### config.mk
export PLATFORM = sky130hd
export DESIGN_NAME = vhp_blend
export DESIGN_NICKNAME = d
export VERILOG_FILES = /design/src/rtl/velocity_heatmap_pixel_assert.svh /design/src/rtl/vhp_pkg.sv /design/src/rtl/vhp_blend.sv
export SDC_FILE = /design/constraint.sdc
export NUM_CORES = 2
export LEC_CHECK = 0
export BUFFER_PORTS_ARGS = -buffer_cell sky130_fd_sc_hd__buf_4
export CORE_MARGIN = 2
export CORE_UTILIZATION = 24
export CTS_BUF_LIST = sky130_fd_sc_hd__clkbuf_8
export DETAILED_ROUTE_END_ITERATION = 8
export HOLD_SLACK_MARGIN = 0.1
export PLACE_DENSITY_LB_ADDON = 0.1
export RECOVER_POWER = 100
export SETUP_SLACK_MARGIN = 0.15
export SYNTH_ARGS = -nofsm -noshare
export SYNTH_HDL_FRONTEND = slang
export SYNTH_SLANG_ARGS = --single-unit
### constraint.sdc
create_clock -name i_clk -period 20.3 [get_ports i_clk]
set_input_delay 1.015 -clock i_clk [delete_from_list [all_inputs] [get_ports i_clk]]
set_output_delay 1.015 -clock i_clk [all_outputs]
set_load 0.1 [all_outputs]
### src/rtl/velocity_heatmap_pixel_assert.svh
// Assertion macros for the heat-map pixel pipeline.
// Each macro expects a clock i_clk and an active-low reset i_rst_n in scope.
`ifndef VELOCITY_HEATMAP_PIXEL_ASSERT_SVH
`define VELOCITY_HEATMAP_PIXEL_ASSERT_SVH

// Same-cycle implication.
`define VHP_ASSERT_NOW(label, ante, cons, msg) \
    label: assert property (@(posedge i_clk) disable iff (!i_rst_n) \
        (ante) |-> (cons)) else $error(msg);

// Next-cycle implication.
`define VHP_ASSERT_NEXT(label, ante, cons, msg) \
    label: assert property (@(posedge i_clk) disable iff (!i_rst_n) \
        (ante) |=> (cons)) else $error(msg);

`endif

### src/rtl/vhp_pkg.sv
`timescale 1ns / 1ps
`default_nettype none

package vhp_pkg;

    localparam int MAX_WIDTH   = 4096;
    localparam int MAX_HEIGHT  = 4096;
    localparam int HALF_Q15    = 16384;
    localparam int ONE_Q15     = 32768;

    // Square root: 16 result bits, SQRT_STEPS bits per pipeline stage.
    localparam int SQRT_STEPS  = 4;
    localparam int SQRT_STAGES = 4;

    // Pipeline: square, sum, 4 x sqrt, gain, weights, products, saturate.
    localparam int NUM_STAGES  = 10;

    localparam logic [23:0] RST_COLOR_LOW  = 24'h190000;
    localparam logic [23:0] RST_COLOR_MID  = 24'hFF1414;
    localparam logic [23:0] RST_COLOR_HIGH = 24'hFF6432;
    localparam logic [7:0]  RST_SPEED_GAIN = 8'd10;
    localparam logic [12:0] RST_FRAME_W    = 13'd512;

    typedef enum logic [2:0] {
        CFG_COLOR_LOW  = 3'd0,
        CFG_COLOR_MID  = 3'd1,
        CFG_COLOR_HIGH = 3'd2,
        CFG_SPEED_GAIN = 3'd3,
        CFG_FRAME_W    = 3'd4
    } t_cfg_idx;

    typedef struct packed {
        logic signed [15:0] vel_x;
        logic signed [15:0] vel_y;
        logic [11:0]        pos_x;
        logic [11:0]        pos_y;
    } t_in_beat;

    typedef struct packed {
        logic [25:0] byte_offset;
        logic [7:0]  red;
        logic [7:0]  green;
        logic [7:0]  blue;
    } t_out_beat;

    // Working set of one square-root stage.
    typedef struct packed {
        logic [31:0] rad;     // radicand bits not yet consumed, MSB first
        logic [15:0] root;
        logic [16:0] rem;
        logic [25:0] offset;
    } t_sqrt_st;

    typedef struct packed {
        logic [23:0] low;
        logic [23:0] mid;
        logic [23:0] high;
    } t_grad_cfg;

endpackage

`default_nettype wire

### src/rtl/vhp_blend.sv
`timescale 1ns / 1ps
`default_nettype none

module vhp_blend (
    input  wire                i_clk,
    input  wire                i_rst_n,
    input  wire  [2:0]         i_en,
    input  wire                i_valid,
    input  wire  [23:0]        i_t,
    input  wire  [25:0]        i_offset,
    input  vhp_pkg::t_grad_cfg i_grad,
    output logic [2:0]         o_valid,
    output vhp_pkg::t_out_beat o_data
);
    import vhp_pkg::*;

    // Stage A: segment select and weights
    logic               r_a_v;
    logic               r_a_sel;
    logic signed [24:0] r_a_w0;
    logic [23:0]        r_a_w1;
    logic [25:0]        r_a_off;

    // Stage B: per-channel products
    logic               r_b_v;
    logic signed [33:0] r_b_p0 [3];
    logic [31:0]        r_b_p1 [3];
    logic [25:0]        r_b_off;

    // Stage C: output register
    logic               r_c_v;
    t_out_beat          r_c_data;

    logic               n_sel;
    logic signed [24:0] n_w0;
    logic [23:0]        n_w1;
    logic signed [33:0] n_p0 [3];
    logic [31:0]        n_p1 [3];
    logic [7:0]         n_ch [3];

    always_comb begin
        n_sel = (i_t > 24'(HALF_Q15));
        if (n_sel) begin
            n_w0 = 25'(ONE_Q15) - signed'({1'b0, i_t});
            n_w1 = i_t - 24'(HALF_Q15);
        end else begin
            n_w0 = 25'(HALF_Q15) - signed'({1'b0, i_t});
            n_w1 = i_t;
        end
    end

    // Operands widened to the product width before the multiply.
    always_comb begin
        logic [7:0] p;
        logic [7:0] q;
        for (int c = 0; c < 3; c++) begin
            if (r_a_sel) begin
                p = i_grad.mid[8*(2-c) +: 8];
                q = i_grad.high[8*(2-c) +: 8];
            end else begin
                p = i_grad.low[8*(2-c) +: 8];
                q = i_grad.mid[8*(2-c) +: 8];
            end
            n_p0[c] = 34'(signed'({1'b0, p})) * 34'(r_a_w0);
            n_p1[c] = 32'(q) * 32'(r_a_w1);
        end
    end

    // Sum, then floor at zero and clamp at 255 (>= 2^22 before the shift).
    always_comb begin
        logic signed [33:0] n;
        for (int c = 0; c < 3; c++) begin
            n = r_b_p0[c] + signed'({2'b00, r_b_p1[c]});
            if (n[33]) begin
                n_ch[c] = 8'd0;
            end else if (n[32:22] != 11'd0) begin
                n_ch[c] = 8'd255;
            end else begin
                n_ch[c] = n[21:14];
            end
        end
    end

    always_ff @(posedge i_clk) begin
        if (!i_rst_n) begin
            r_a_v <= 1'b0;
            r_b_v <= 1'b0;
            r_c_v <= 1'b0;
        end else begin
            if (i_en[0]) begin
                r_a_v <= i_valid;
            end
            if (i_en[1]) begin
                r_b_v <= r_a_v;
            end
            if (i_en[2]) begin
                r_c_v <= r_b_v;
            end
        end
    end

    always_ff @(posedge i_clk) begin
        if (i_en[0]) begin
            r_a_sel <= n_sel;
            r_a_w0  <= n_w0;
            r_a_w1  <= n_w1;
            r_a_off <= i_offset;
        end
        if (i_en[1]) begin
            for (int c = 0; c < 3; c++) begin
                r_b_p0[c] <= n_p0[c];
                r_b_p1[c] <= n_p1[c];
            end
            r_b_off <= r_a_off;
        end
        if (i_en[2]) begin
            r_c_data.byte_offset <= r_b_off;
            r_c_data.red         <= n_ch[0];
            r_c_data.green       <= n_ch[1];
            r_c_data.blue        <= n_ch[2];
        end
    end

    assign o_valid = {r_c_v, r_b_v, r_a_v};
    assign o_data  = r_c_data;

endmodule

`default_nettype wire

==> metrics.md <==
| Metric | Value |
|---|---|
| Reg2reg setup slack | 10.16 ns |
| Die H | approximately 480 um |
| Max Clk Rate | 98.6 MHz |
| Die footprint | roughly 230000 sq um |
| CTS Hold Buffers Added | 0 |
| Root Driver | clkbuf_8 |
| # DRC | 0 |
| Worst Path Required | 20.79 ns |
| Num CTS Buffers | 72 |
| Die Wd | approximately 480 um |
| Port Buffers | 180 |
| Post-Syn Instances | approximately 5600 |
| Largest net degree at the start of global routing | 67 |
| Distinct cells, synth | 85 |
| WL final | roughly 170 mm |
| Fin crit share | 0.500 |
| IO Count | between 150 and 200 |
| Crit. Startpoint | r_a_sel |
| Gr ovfl total | 0 |
| Routed Antenna Nets | 0 |
| Max cap viols | 11 |
| Crit path capture | r_b_p0[0][33] |
| Initial antenna violation count | 28 |
| Number of global-route vias before repair | around 42000 |
| Most frequent cells in the layout | inv_1 (1078), fa_1 (864), and2_1 (510) |
| Ys Warns | 0 |
| Reg-to-reg startpoint | r_a_sel |
| Fraction of registers with async set/reset | 0 |
| Wirelength per Cell | between 15 and 20 um |
| Nets | between 7000 and 8000 |
| Fin util | 0.268 |
| CTS tree | yes |
| Iteration count of the initial detailed-routing pass | 5 |
| Synth Net Count | 7020 |
| Initial Utilization | 0.241 |
| Startpoint Class | flop |
| Status | complete, but fails checks |
| Syn avg cell area | between 9 and 10 sq um |
| CTS Sinks | 352 |
| Row count | between 150 and 200 |
| RSZ-0062 raised after global routing | no |
| Reg2Reg Capture Point | r_b_p0[0][33] |
| CP Class | flop to flop |
| RePlAce Congestion | between 0.7 and 0.8 |
| Failing checks | capacitance limit, slew limit |
| Min-delay worst type | flop to flop |
| Final Hold Vio Count | 0 |
| Min Tclk post-route | a little over 10 ns |
| Vias after detailed routing | between 30000 and 40000 |
| Leading cell type in the layout, fill and taps excluded | inv_1 |
| Max FO, Critical Path | 32 |
| Setup TNS | 0 ns |
| Main synth FF type | edfxtp_1 |
| Share of layout cells above drive strength 1 | 0.0564 |
| # setup viols final | 0 |
| Sequential area share after synthesis | 0.194 |
| Yosys reg bits | about 350 |
| First-pass GRT wire length | 266 mm |
| Worst-Skew Late Latency | around 0.83 ns |
| Hold Startpoint | r_a_off[21] |
| Bufs on Longest Clock Path | 3 |
| Max_slew headroom | -1.67 |
| Resized Gates After CTS | 0 |
| Slew @ Worst Pin | roughly 4.0 ns |
| Max Clock Skew | ~0.12 ns |
| Nature of the critical path endpoint | flop |
| Core Footprint | approximately 220000 sq um |
| Fin. max-slew vios | ~420 |
| Post-DP HPWL | about 130 mm |
| Min-Delay Path Depth | 0 |
| Post-CTS setup buffer count | 0 |
| Worst EP arrival | about 11 ns |
| Synthesized area | around 54000 sq um |
| Total GRT Usage | 0.153 |
| CTS H-tree depth | 3 |
| Clk slew on worst S/H paths | roughly 0.070 ns |
| Area added between synthesis and finish | 11.1% |
| Initial DRC Count | 1560 |
| DR vias/cell | 4.34 |
| Reg2Reg Depth | 21 |
| Post-synth EDFFs | around 350 |
-- metal layers --
metal	wire [um]	track usage	vias to the layer above
li1	-	-	17800
met1	73900	0.188	19500
met2	92100	0.289	514
met3	4570	0.0154	146
met4	3230	0.0302	2
met5	13	0	-
-- cells by family (layout without fill, tap and decap cells) --
| family | count (synthesis) | after routing | synth area share |
|---|---|---|---|
| AND/OR/NAND/NOR | 1675 | 1675 | 0.166 |
| adder cells (fa/ha/maj) | 1322 | 1322 | 0.425 |
| buffers and inverters | 1279 | 1435 | 0.0888 |
| AO/OA/AOI/OAI | 656 | 656 | 0.0777 |
| flip-flops | 352 | 352 | 0.194 |
| XOR/XNOR | 225 | 225 | 0.0363 |
| multiplexers | 61 | 61 | 0.0121 |
| other | 0 | 22 | 0 |
-- worst min path at each step --
| stage | slack [ns] | to |
|---|---|---|
| after global placement | 0.40 | r_b_off[10] |
| after floorplan | 0.40 | o_data[24] |
| after CTS | 0.24 | r_a_off[2] |
| final | 0.39 | r_b_off[21] |
| after detailed placement | 0.40 | o_data[47] |
| after global routing | 0.30 | r_a_off[2] |
-- flip-flops by register name (all words and copies together) (netlist names) --
register / flops
r_b_p0: 102
r_b_p1: 96
o_data: 50
r_a_off: 26
r_b_off: 26
r_a_w0: 25
r_a_w1: 23
r_a_sel: 1
r_a_v: 1
r_b_v: 1
r_c_v: 1
-- critical path, stage by stage (launching register included) --
cell and delay (ns):
edfxtp_1 1.01, clkbuf_1 2.35, mux2_1 1.16, nand2_1 0.19
fa_1 0.58, inv_1 0.05, fa_1 0.49, inv_1 0.06
fa_1 0.50, fa_1 0.51, inv_1 0.05, ha_1 0.31
o21ai_0 0.14, or4_1 0.56, a21oi_1 0.19, o31a_1 0.20
o31a_1 0.21, nor4_1 0.07, o41ai_1 0.73, a221o_1 0.24
a21oi_1 0.07, xnor2_1 0.13
-- Yosys cell counts, types with 10 or more instances --
cell	instances	share of area
inv_1	1060	0.073
fa_1	864	0.32
and2_1	524	0.060
ha_1	458	0.11
nand2_1	456	0.032
edfxtp_1	349	0.19
nor2b_1	308	0.036
a21oi_1	227	0.021
clkbuf_1	213	0.015
xnor2_1	156	0.025
nor2_1	124	0.0086
a21o_1	94	0.013
o21ai_0	81	0.0075
xor2_1	69	0.011
nand2b_1	62	0.0072
nor3_1	50	0.0046
o21a_1	46	0.0064
nand3_1	44	0.0041
mux2_2	38	0.0079
o21ai_1	30	0.0028
nand4_1	28	0.0032
a211oi_1	25	0.0035
a31oi_1	23	0.0027
mux2i_1	23	0.0042
and3_1	16	0.0018
o21bai_1	16	0.0022
nor4_1	15	0.0017
a211o_1	13	0.0021
o211ai_1	10	0.0014
o31ai_1	10	0.0014
-- cell type report --
cell class / instances / area [sq um]
fillers: 24100 / 164000
multi-input cells: 3939 / 39000
flip-flops and latches: 352 / 10500
inverters: 1062 / 3990
well taps: 2992 / 3740
repair buffers: 241 / 1510
clock buffers: 74 / 1020
clock inverters: 58 / 418
diodes: 22 / 55.1
-- stage by stage --
stage | worst slack, ns | instance area (sq um) | std cells | hold WS [ns]
CTS | 12.39 | 60500 | 8718 | 0.236
floorplan | 13.76 | 54200 | 5570 | 0.400
global route | 9.55 | 60200 | 8721 | 0.299
detailed placement | 12.36 | 59100 | 8586 | 0.405
global placement | 12.45 | 59100 | 8586 | 0.400
finish | 10.16 | 60200 | 8740 | 0.388
Power is left out: the tool's default activity adds up to more than one toggle a clock period on the data nets, which glitch-free logic cannot reach.
