[src/rtl/velocity_heatmap_pixel_assert.svh]
// Assertion macros for the heat-map pixel pipeline.
// Each macro expects a clock i_clk and an active-low reset i_rst_n in scope.
`ifndef VELOCITY_HEATMAP_PIXEL_ASSERT_SVH
`define VELOCITY_HEATMAP_PIXEL_ASSERT_SVH

// Same-cycle implication.
`define VHP_ASSERT_NOW(label, ante, cons, msg) \
    label: assert property (@(posedge i_clk) disable iff (!i_rst_n) \
        (ante) |-> (cons)) else $error(msg);

// Next-cycle implication.
`define VHP_ASSERT_NEXT(label, ante, cons, msg) \
    label: assert property (@(posedge i_clk) disable iff (!i_rst_n) \
        (ante) |=> (cons)) else $error(msg);

`endif

[src/rtl/vhp_pkg.sv]
`timescale 1ns / 1ps
`default_nettype none

package vhp_pkg;

    localparam int MAX_WIDTH   = 4096;
    localparam int MAX_HEIGHT  = 4096;
    localparam int HALF_Q15    = 16384;
    localparam int ONE_Q15     = 32768;

    // Square root: 16 result bits, SQRT_STEPS bits per pipeline stage.
    localparam int SQRT_STEPS  = 4;
    localparam int SQRT_STAGES = 4;

    // Pipeline: square, sum, 4 x sqrt, gain, weights, products, saturate.
    localparam int NUM_STAGES  = 10;

    localparam logic [23:0] RST_COLOR_LOW  = 24'h190000;
    localparam logic [23:0] RST_COLOR_MID  = 24'hFF1414;
    localparam logic [23:0] RST_COLOR_HIGH = 24'hFF6432;
    localparam logic [7:0]  RST_SPEED_GAIN = 8'd10;
    localparam logic [12:0] RST_FRAME_W    = 13'd512;

    typedef enum logic [2:0] {
        CFG_COLOR_LOW  = 3'd0,
        CFG_COLOR_MID  = 3'd1,
        CFG_COLOR_HIGH = 3'd2,
        CFG_SPEED_GAIN = 3'd3,
        CFG_FRAME_W    = 3'd4
    } t_cfg_idx;

    typedef struct packed {
        logic signed [15:0] vel_x;
        logic signed [15:0] vel_y;
        logic [11:0]        pos_x;
        logic [11:0]        pos_y;
    } t_in_beat;

    typedef struct packed {
        logic [25:0] byte_offset;
        logic [7:0]  red;
        logic [7:0]  green;
        logic [7:0]  blue;
    } t_out_beat;

    // Working set of one square-root stage.
    typedef struct packed {
        logic [31:0] rad;     // radicand bits not yet consumed, MSB first
        logic [15:0] root;
        logic [16:0] rem;
        logic [25:0] offset;
    } t_sqrt_st;

    typedef struct packed {
        logic [23:0] low;
        logic [23:0] mid;
        logic [23:0] high;
    } t_grad_cfg;

endpackage

`default_nettype wire

[src/rtl/vhp_sqrt_stage.sv]
`timescale 1ns / 1ps
`default_nettype none

module vhp_sqrt_stage (
    input  wire               i_clk,
    input  wire               i_rst_n,
    input  wire               i_en,
    input  wire               i_valid,
    input  vhp_pkg::t_sqrt_st i_st,
    output logic              o_valid,
    output vhp_pkg::t_sqrt_st o_st
);
    import vhp_pkg::*;

    t_sqrt_st n_st;
    logic     r_valid;
    t_sqrt_st r_st;

    // Restoring digit-by-digit root, SQRT_STEPS result bits.
    always_comb begin
        logic [18:0] rem_s;
        logic [18:0] trial;
        logic [31:0] rad;
        logic [15:0] root;
        logic [16:0] rem;
        rad  = i_st.rad;
        root = i_st.root;
        rem  = i_st.rem;
        for (int i = 0; i < SQRT_STEPS; i++) begin
            rem_s = {rem, rad[31:30]};
            trial = {1'b0, root, 2'b01};
            rad   = {rad[29:0], 2'b00};
            if (rem_s >= trial) begin
                rem_s = rem_s - trial;
                root  = {root[14:0], 1'b1};
            end else begin
                root  = {root[14:0], 1'b0};
            end
            rem = rem_s[16:0];
        end
        n_st        = i_st;
        n_st.rad    = rad;
        n_st.root   = root;
        n_st.rem    = rem;
    end

    always_ff @(posedge i_clk) begin
        if (!i_rst_n) begin
            r_valid <= 1'b0;
        end else if (i_en) begin
            r_valid <= i_valid;
        end
    end

    always_ff @(posedge i_clk) begin
        if (i_en) begin
            r_st <= n_st;
        end
    end

    assign o_valid = r_valid;
    assign o_st    = r_st;

endmodule

`default_nettype wire

[config.mk]
export PLATFORM = sky130hd
export DESIGN_NAME = vhp_sqrt_stage
export DESIGN_NICKNAME = d
export VERILOG_FILES = /design/src/rtl/velocity_heatmap_pixel_assert.svh /design/src/rtl/vhp_pkg.sv /design/src/rtl/vhp_sqrt_stage.sv
export SDC_FILE = /design/constraint.sdc
export NUM_CORES = 1
export LEC_CHECK = 0
export ABC_CLOCK_PERIOD_IN_PS = 31800
export BUFFER_PORTS_ARGS = -buffer_cell sky130_fd_sc_hd__buf_2
export CAP_MARGIN = 10
export CORE_ASPECT_RATIO = 1.4
export CORE_MARGIN = 3
export CORE_UTILIZATION = 60
export CTS_BUF_LIST = sky130_fd_sc_hd__clkbuf_4
export DETAILED_ROUTE_END_ITERATION = 16
export HOLD_SLACK_MARGIN = 0.02
export PLACE_DENSITY = 0.91
export SETUP_SLACK_MARGIN = 0.4
export SYNTH_ARGS = -nofsm -noshare
export SYNTH_HDL_FRONTEND = slang
export SYNTH_SLANG_ARGS = --single-unit
[constraint.sdc]
create_clock -name i_clk -period 31.8 [get_ports i_clk]
set_input_delay 3.18 -clock i_clk [delete_from_list [all_inputs] [get_ports i_clk]]
set_output_delay 3.18 -clock i_clk [all_outputs]
set_load 0.02 [all_outputs]
==> results.md, run 1 <==
- Site Rows: between 40 and 50
- Async SR Flop Fraction: 0%
- Most frequent CP cell: a21oi_1
- 1st-pass router iterations: 5
- CTS Buffer Depth: 2
- Met3 global-route usage: between 5 and 6%
- Clock skew: 0 ns
- Reg2Reg Setup Slack: 31.16 ns
- DRC viols: 0
- Kind of critical path: input port to register
- Met2 GRT Util: approximately 57%
- Final Cell Area: roughly 8100 um^2
- Sequential cell area: approximately 2500 um^2
- Synth Area in Compound Gates: between 10% and 20%
- Antenna Diode Count: 0
- FF-to-FF End: o_valid$_SDFFE_PN0P_
- Most frequent cells in the layout: 177 x buf_2, 83 x edfxtp_1, 81 x a21oi_1, 72 x ha_1, 57 x nor2_1
- P_leak: about 0.0037 uW
- Most used DFF post-synth: edfxtp_1
- Clock sink count: 84
- Max-slew violations: 0
- Most common cell after layout, fill and taps aside: buf_2
- Vias in the first global route: about 6,300
- RSZ-0062 raised after global routing: no
- Initial DRC count: around 620
- Post-Synth XOR/XNOR Area: 6.990%
- H-tree level count: 3
- FF-to-FF Start: o_valid$_SDFFE_PN0P_
- Final Instance Count excl. Fillers: about 1,100
- Sw frac: 47.61%
- PostCTS Resize Cnt: 0
- Vias/cell: 6.224
- FF+latch count, synth: 84
- # setup viols final: 0
- Post-Synthesis Cell Area: roughly 7000 um^2
- Most Crowded Layer GR: met2
- Die area: between 10,000 and 15,000 um^2
- Critical Path End Type: register
- Post-synth top area cell: edfxtp_1
- Total routed wirelength: about 21 mm
- Mux contribution to synthesized area: 4.993%
- Sw power: 420.0 uW
- Share of cells above drive strength 1: a little over a quarter
- Simple-Gate Fraction of Synth Area: between 10% and 20%
- Max_cap viols: 0
- Post-route ant nets: 0
- Area contributors post-synth: edfxtp_1 36%, ha_1 13%, a21oi_1 5.8%
- Area share of fa/ha/maj cells after synthesis: between 10% and 20%
- Final hold violation count: 0
- Die width: just under 100 um
- Worst EP required: around 32 ns
- Highest Clock Rate: slightly above 70 MHz
- Routed len/inst: 19.86 um
- Combinational Power Share: between 70% and 80%
- Starting Density: just over 60%
- IO buf count: ~180
- DP HPWL: around 17 mm
- Crit path largest cell delay: around 0.57 ns
- Mapped Cells: about 740
- Gpl congestion: 0.9806
- Remaining global-route overflow: 0
- Clk pwr share: between 7 and 8%
- CP max-delay cell: a311oi_1
- Post-synth EDFFs: 83
- First-pass GRT wire length: around 32 mm
- Initial antenna violation count: 0
- Placed cell area: approximately 8000 um^2
- Yosys top cell area share: ~36%
- Worst-margin pin slew: around 1.0 ns
- Hold buffer count at CTS: 0
- Multi-input gate area: 4197 um^2
- Worst hold endpoint: o_valid$_SDFFE_PN0P_
- Pwr per Cell Area: approximately 110 nW/um^2
- Largest net degree at the start of global routing: 85
- # fillers: roughly 860
- Post-CTS Setup Repair Bufs: 0
- Final Cycle Share: 43.37%
- Clk_lat worst skew: 0.43 ns
- Ports: between 150 and 200
- Largest fanout on the critical path: 30
- Core utilization of the finished layout: 71.30%
- Worst EP arrival: between 10 and 15 ns
- CP Launch Type: input port
- Minimum clock period: 13.79 ns
- Combinational family with the most area after synthesis: compound AO/OA/AOI/OAI gates
- Placed cell count: approximately 1,000
- Status: completed
- Nets: 1,076
- Hold Crit Class: register to register
- GR Layer Usage met1: 33.80%
- Core area: between 10,000 and 15,000 um^2
- TritonCTS clock tree: yes
- Register area share after synthesis: between 30% and 40%
- Tot GR Track Use: between 30% and 40%
- DR vias: 6,585
- Worst-path clk slew: between 0.1 and 0.15 ns
- Setup TNS: 0 ns
- Crit path max-delay family: compound AO/OA/AOI/OAI gates
- Hold depth: 2
- Flop pwr share: a little under a fifth
- Syn-to-layout area delta: 15.80%
- CTS buffer count: 9
- Clock Tree Root: clkbuf_4
- Worst reg2reg path depth: 2
- P_int: 462.1 uW
- Die Ht: about 130 um
- Maximum vdd drop: ~0.000059 V
- Number of buffers and inverters on the critical path: 6
- Ys Warns: 0
- Mean post-synth cell area: 9.521 um^2
- Worst hold start: o_valid$_SDFFE_PN0P_
- Cell variety after synth: 78
- Slew margin rel.: between 30% and 40%
-- synth_stat cells (all sizes together), types with 19 or more instances --
cell type	instances
a21oi	81
o21ai	37
a21o	20
mux2	24
xor2	20
edfxtp	83
xnor2	36
inv	51
ha	72
nand2	52
nand3	19
nor2	57
-- through the flow --
stage	worst slack, ns	hold WS [ns]	power, uW
4_1_cts	18.28	0.5712	859.9
2_1_floorplan	19.38	0.5893	653.5
3_5_place_dp	17.79	0.5212	793.3
6_report	18.01	0.5777	882.1
5_1_grt	17.21	0.6218	924.6
3_3_place_gp	18.19	0.4945	754.9
-- how the worst max path moves through the flow --
stage / start / to / slack (ns) / cells after the start
after detailed placement: i_st[43] / o_st[37]$_DFFE_PP_ / 17.79 / 43
after global routing: i_st[43] / o_st[36]$_DFFE_PP_ / 17.21 / 43
after floorplan: i_st[43] / o_st[35]$_DFFE_PP_ / 19.38 / 42
after CTS: i_st[43] / o_st[33]$_DFFE_PP_ / 18.28 / 43
final: i_st[43] / o_st[33]$_DFFE_PP_ / 18.01 / 45
after global placement: i_st[43] / o_st[34]$_DFFE_PP_ / 18.19 / 41
-- tightest hold or removal path: stages (launching register included) --
cell and delay (ns):
dfxtp_1 0.34, mux2i_1 0.14, nor2b_1 0.07
-- sequential cells by signal (all words and copies together) (netlist names) --
signal   cells
o_st        83
o_valid      1
-- area by class of cell --
cell class / instances / area share [%]
clock inverters: 5 / 0.7545
flip-flops and latches: 84 / 30.92
well taps: 144 / 2.217
repair buffers: 179 / 11.09
inverters: 51 / 2.356
multi-input cells: 584 / 51.65
clock buffers: 11 / 1.016
-- kinds of logic (layout without fill, tap and decap cells) --
| kind of cell | after synthesis | count (layout) |
|---|---|---|
| adder cells (fa/ha/maj) | 72 | 72 |
| buffers and inverters | 76 | 246 |
| AO/OA/AOI/OAI | 211 | 211 |
| multiplexers | 29 | 29 |
| other | 1 | 8 |
| XOR/XNOR | 56 | 56 |
| AND/OR/NAND/NOR | 208 | 208 |
| flip-flops | 84 | 84 |
-- routing by layer --
metal	up-vias	share of wire, %	wire length [um]
met2	434	50	10600
met3	100	8.9	1861
li1	3058	-	-
met5	-	0	0
met4	0	4.4	934
met1	2993	36	7615
-- power by group through the flow --
stage          Combinational [uW]  Sequential, uW  Clock (uW)
2_1_floorplan                 457             197           0
3_3_place_gp                  585             170           0
3_5_place_dp                  622             171           0
4_1_cts                       627             169        63.7
5_1_grt                       685             170        69.3
6_report                      650             169        63.7
No activity file was read; power rests on OpenSTA's default activity.
==> run 2: changes to the inputs <==
ABC_CLOCK_PERIOD_IN_PS = 13100   (was 31800)
CORE_UTILIZATION = 55   (was 60)
PLACE_DENSITY = 0.85   (was 0.91)
clock period = 13.1 ns   (was 31.8 ns; I/O delays follow)
==> run 2 against run 1 <==
Compared with the run above:
- register-to-register slack got worse by 19 ns
- critical path type unchanged
- die area rose by 8.6%
- hold slack got worse by 0.044 ns
- setup slack got worse by 17 ns
- sequential share of layout area rose by 0.086 points
- cell area fell by 0.28%
- largest cell class unchanged
- clock power rose by 92%
==> results.md, run 2 (same netlist as run 1, synthesis figures left out) <==
- Largest fanout on the critical path: 30 (unchanged)
- Max-slew violations: 0 (unchanged)
- DRC viols: 0 (unchanged)
- TritonCTS clock tree: yes (unchanged)
- Hold depth: 2 (unchanged)
- Core utilization of the finished layout: 65.18% (was 71.30%)
- Total routed wirelength: 19.24 mm (was 21.01 mm)
- Worst hold start: o_valid$_SDFFE_PN0P_ (unchanged)
- # setup viols final: 0 (unchanged)
- Worst-path clk slew: 0.12 ns (was 0.13 ns)
- Max_cap viols: 0 (unchanged)
- Largest net degree at the start of global routing: 85 (unchanged)
- FF-to-FF End: o_valid$_SDFFE_PN0P_ (unchanged)
- Setup TNS: 0 ns (unchanged)
- Hold Crit Class: register to register (unchanged)
- CP max-delay cell: nand2b_1 (was a311oi_1)
- Site Rows: 48 (was 46)
- 1st-pass router iterations: 9 (was 5)
- Clock Tree Root: clkbuf_4 (unchanged)
- CTS buffer count: 9 (unchanged)
- H-tree level count: 3 (unchanged)
- Critical Path End Type: register (unchanged)
- Final Cycle Share: around 89%
- Slew margin rel.: 32.62% (was 30.43%)
- CP Launch Type: input port (unchanged)
- Place WS: 1.114 ns (was 17.79 ns)
- Maximum vdd drop: 0.0001271 V (was 0.00005923 V)
- RSZ-0062 raised after global routing: no (unchanged)
- Most common cell after layout, fill and taps aside: buf_2 (unchanged)
- Gpl congestion: 1.026 (was 0.9806)
- Most frequent cells in the layout: 177 x buf_2, 83 x edfxtp_1, 81 x a21oi_1, 72 x ha_1, 57 x nor2_1 (unchanged)
- Nets: 1,076 (unchanged)
- Multi-input gate area: 4197 um^2 (unchanged)
- Reg2Reg Setup Slack: 12.50 ns (was 31.16 ns)
- First-pass GRT wire length: 30.32 mm (was 31.87 mm)
- Starting Density: 56.44% (was 61.57%)
- Clock skew: 0 ns (unchanged)
- Crit path largest cell delay: 0.74 ns (was 0.57 ns)
- Share of cells above drive strength 1: 26.26% (was 26.37%)
- # fillers: 1,073 (was 858)
- Worst-margin pin slew: 1.011 ns (was 1.044 ns)
- Clock sink count: 84 (unchanged)
- Routed len/inst: 18.06 um (was 19.86 um)
- Ports: 187 (unchanged)
- Worst hold endpoint: o_valid$_SDFFE_PN0P_ (unchanged)
- Most frequent CP cell: ha_1 (was a21oi_1)
- Pwr per Cell Area: 249.3 nW/um^2 (was 108.6 nW/um^2)
- Vias in the first global route: 6,239 (was 6,329)
- Highest Clock Rate: 85.36 MHz
- Status: completed (unchanged)
- Syn-to-layout area delta: 15.48% (was 15.80%)
- DP HPWL: 16.12 mm (was 17.03 mm)
- Die Ht: 139.6 um (was 134.0 um)
- Worst reg2reg path depth: 2 (unchanged)
- Worst EP arrival: 11.89 ns (was 13.98 ns)
- CTS Buffer Depth: 2 (unchanged)
- Max reg flops: 83 (unchanged)
- Die width: 101.5 um (was 97.40 um)
- Post-CTS Setup Repair Bufs: 0 (unchanged)
- FF-to-FF Start: o_valid$_SDFFE_PN0P_ (unchanged)
- Initial antenna violation count: 2 (was 0)
- Post-route ant nets: 0 (unchanged)
- Clk_lat worst skew: 0.40 ns (was 0.43 ns)
- Final hold violation count: 0 (unchanged)
- Die area: 14,170 um^2 (was 13,050 um^2)
- Worst EP required: 13.28 ns (was 31.99 ns)
- IO buf count: 178 (unchanged)
- P_leak: 0.003706 uW (was 0.003715 uW)
- Minimum clock period: ~12 ns
- Initial DRC count: 299 (was 618)
- Setup ws final: 1.385 ns (was 18.01 ns)
- Sequential cell area: 2512 um^2 (unchanged)
- Remaining global-route overflow: 0 (unchanged)
- Kind of critical path: input port to register (unchanged)
- Vias/cell: 5.942 (was 6.224)
- DR vias: 6,328 (was 6,585)
- Core area: 12,430 um^2 (was 11,400 um^2)
- Tot GR Track Use: 26.94% (was 30.57%)
- PostCTS Resize Cnt: 0 (unchanged)
- Hold buffer count at CTS: 0 (unchanged)
[run 2: cell count changes in the layout (fill, tap and decap cells not counted)]
| cell | before | now |
|---|---|---|
| inv_6 | 1 | 0 |
| diode_2 | 0 | 1 |
| clkinv_2 | 0 | 2 |
| clkinv_1 | 0 | 1 |
| clkinvlp_4 | 3 | 2 |
| bufinv_16 | 1 | 0 |
[run 2: power by group]
part           total [uW]  switching (uW)  internal, uW
clock                 122            80.3          42.1
sequential            407            11.5           395
combinational        1490             832           659
[run 2: critical path: cells and delay by family]
kind | cells | cell delay, ns
buffers and inverters | 4 | 0.80
AOI/OAI and AO/OA | 13 | 3.44
adders and majority gates | 4 | 1.52
and+or+nand+nor | 15 | 3.81
muxes | 3 | 0.98
[run 2: how the worst max path moves through the flow]
stage | from | endpoint
after floorplan | i_st[43] | o_st[35]$_DFFE_PP_
after global placement | i_st[43] | o_st[33]$_DFFE_PP_
after detailed placement | i_st[43] | o_st[42]$_DFFE_PP_
after CTS | i_st[43] | o_st[42]$_DFFE_PP_
after global routing | i_st[43] | o_st[41]$_DFFE_PP_
final | i_st[43] | o_st[42]$_DFFE_PP_
[run 2: layout make-up]
type	count	area share, %
antenna	1	0.03088
clock buffer	11	1.019
clock inverter	5	0.3552
inverter	51	2.363
multi-input combinational	584	51.79
sequential	84	31.01
tap	150	2.316
timing repair buffer	179	11.12
[run 2: metrics by stage]
stage,area [um^2],power [uW],instances,hold WS (ns)
2_1_floorplan,7043,1586,744,0.5893
3_3_place_gp,7989,1834,1048,0.4993
3_5_place_dp,7989,1875,1048,0.5088
4_1_cts,8100,2003,1064,0.5367
5_1_grt,8103,2169,1065,0.6044
6_report,8103,2020,1065,0.5338
[run 2: layer usage]
metal  GRT usage [%]  part of all wire [%]  vias to the layer above
met3           4.614                   7.0                       58
met4           12.04                   3.9                        2
met2           50.52                    53                      269
met1           28.47                    36                     2936
met5               0                 0.088                        -
li1                -                     -                     3063
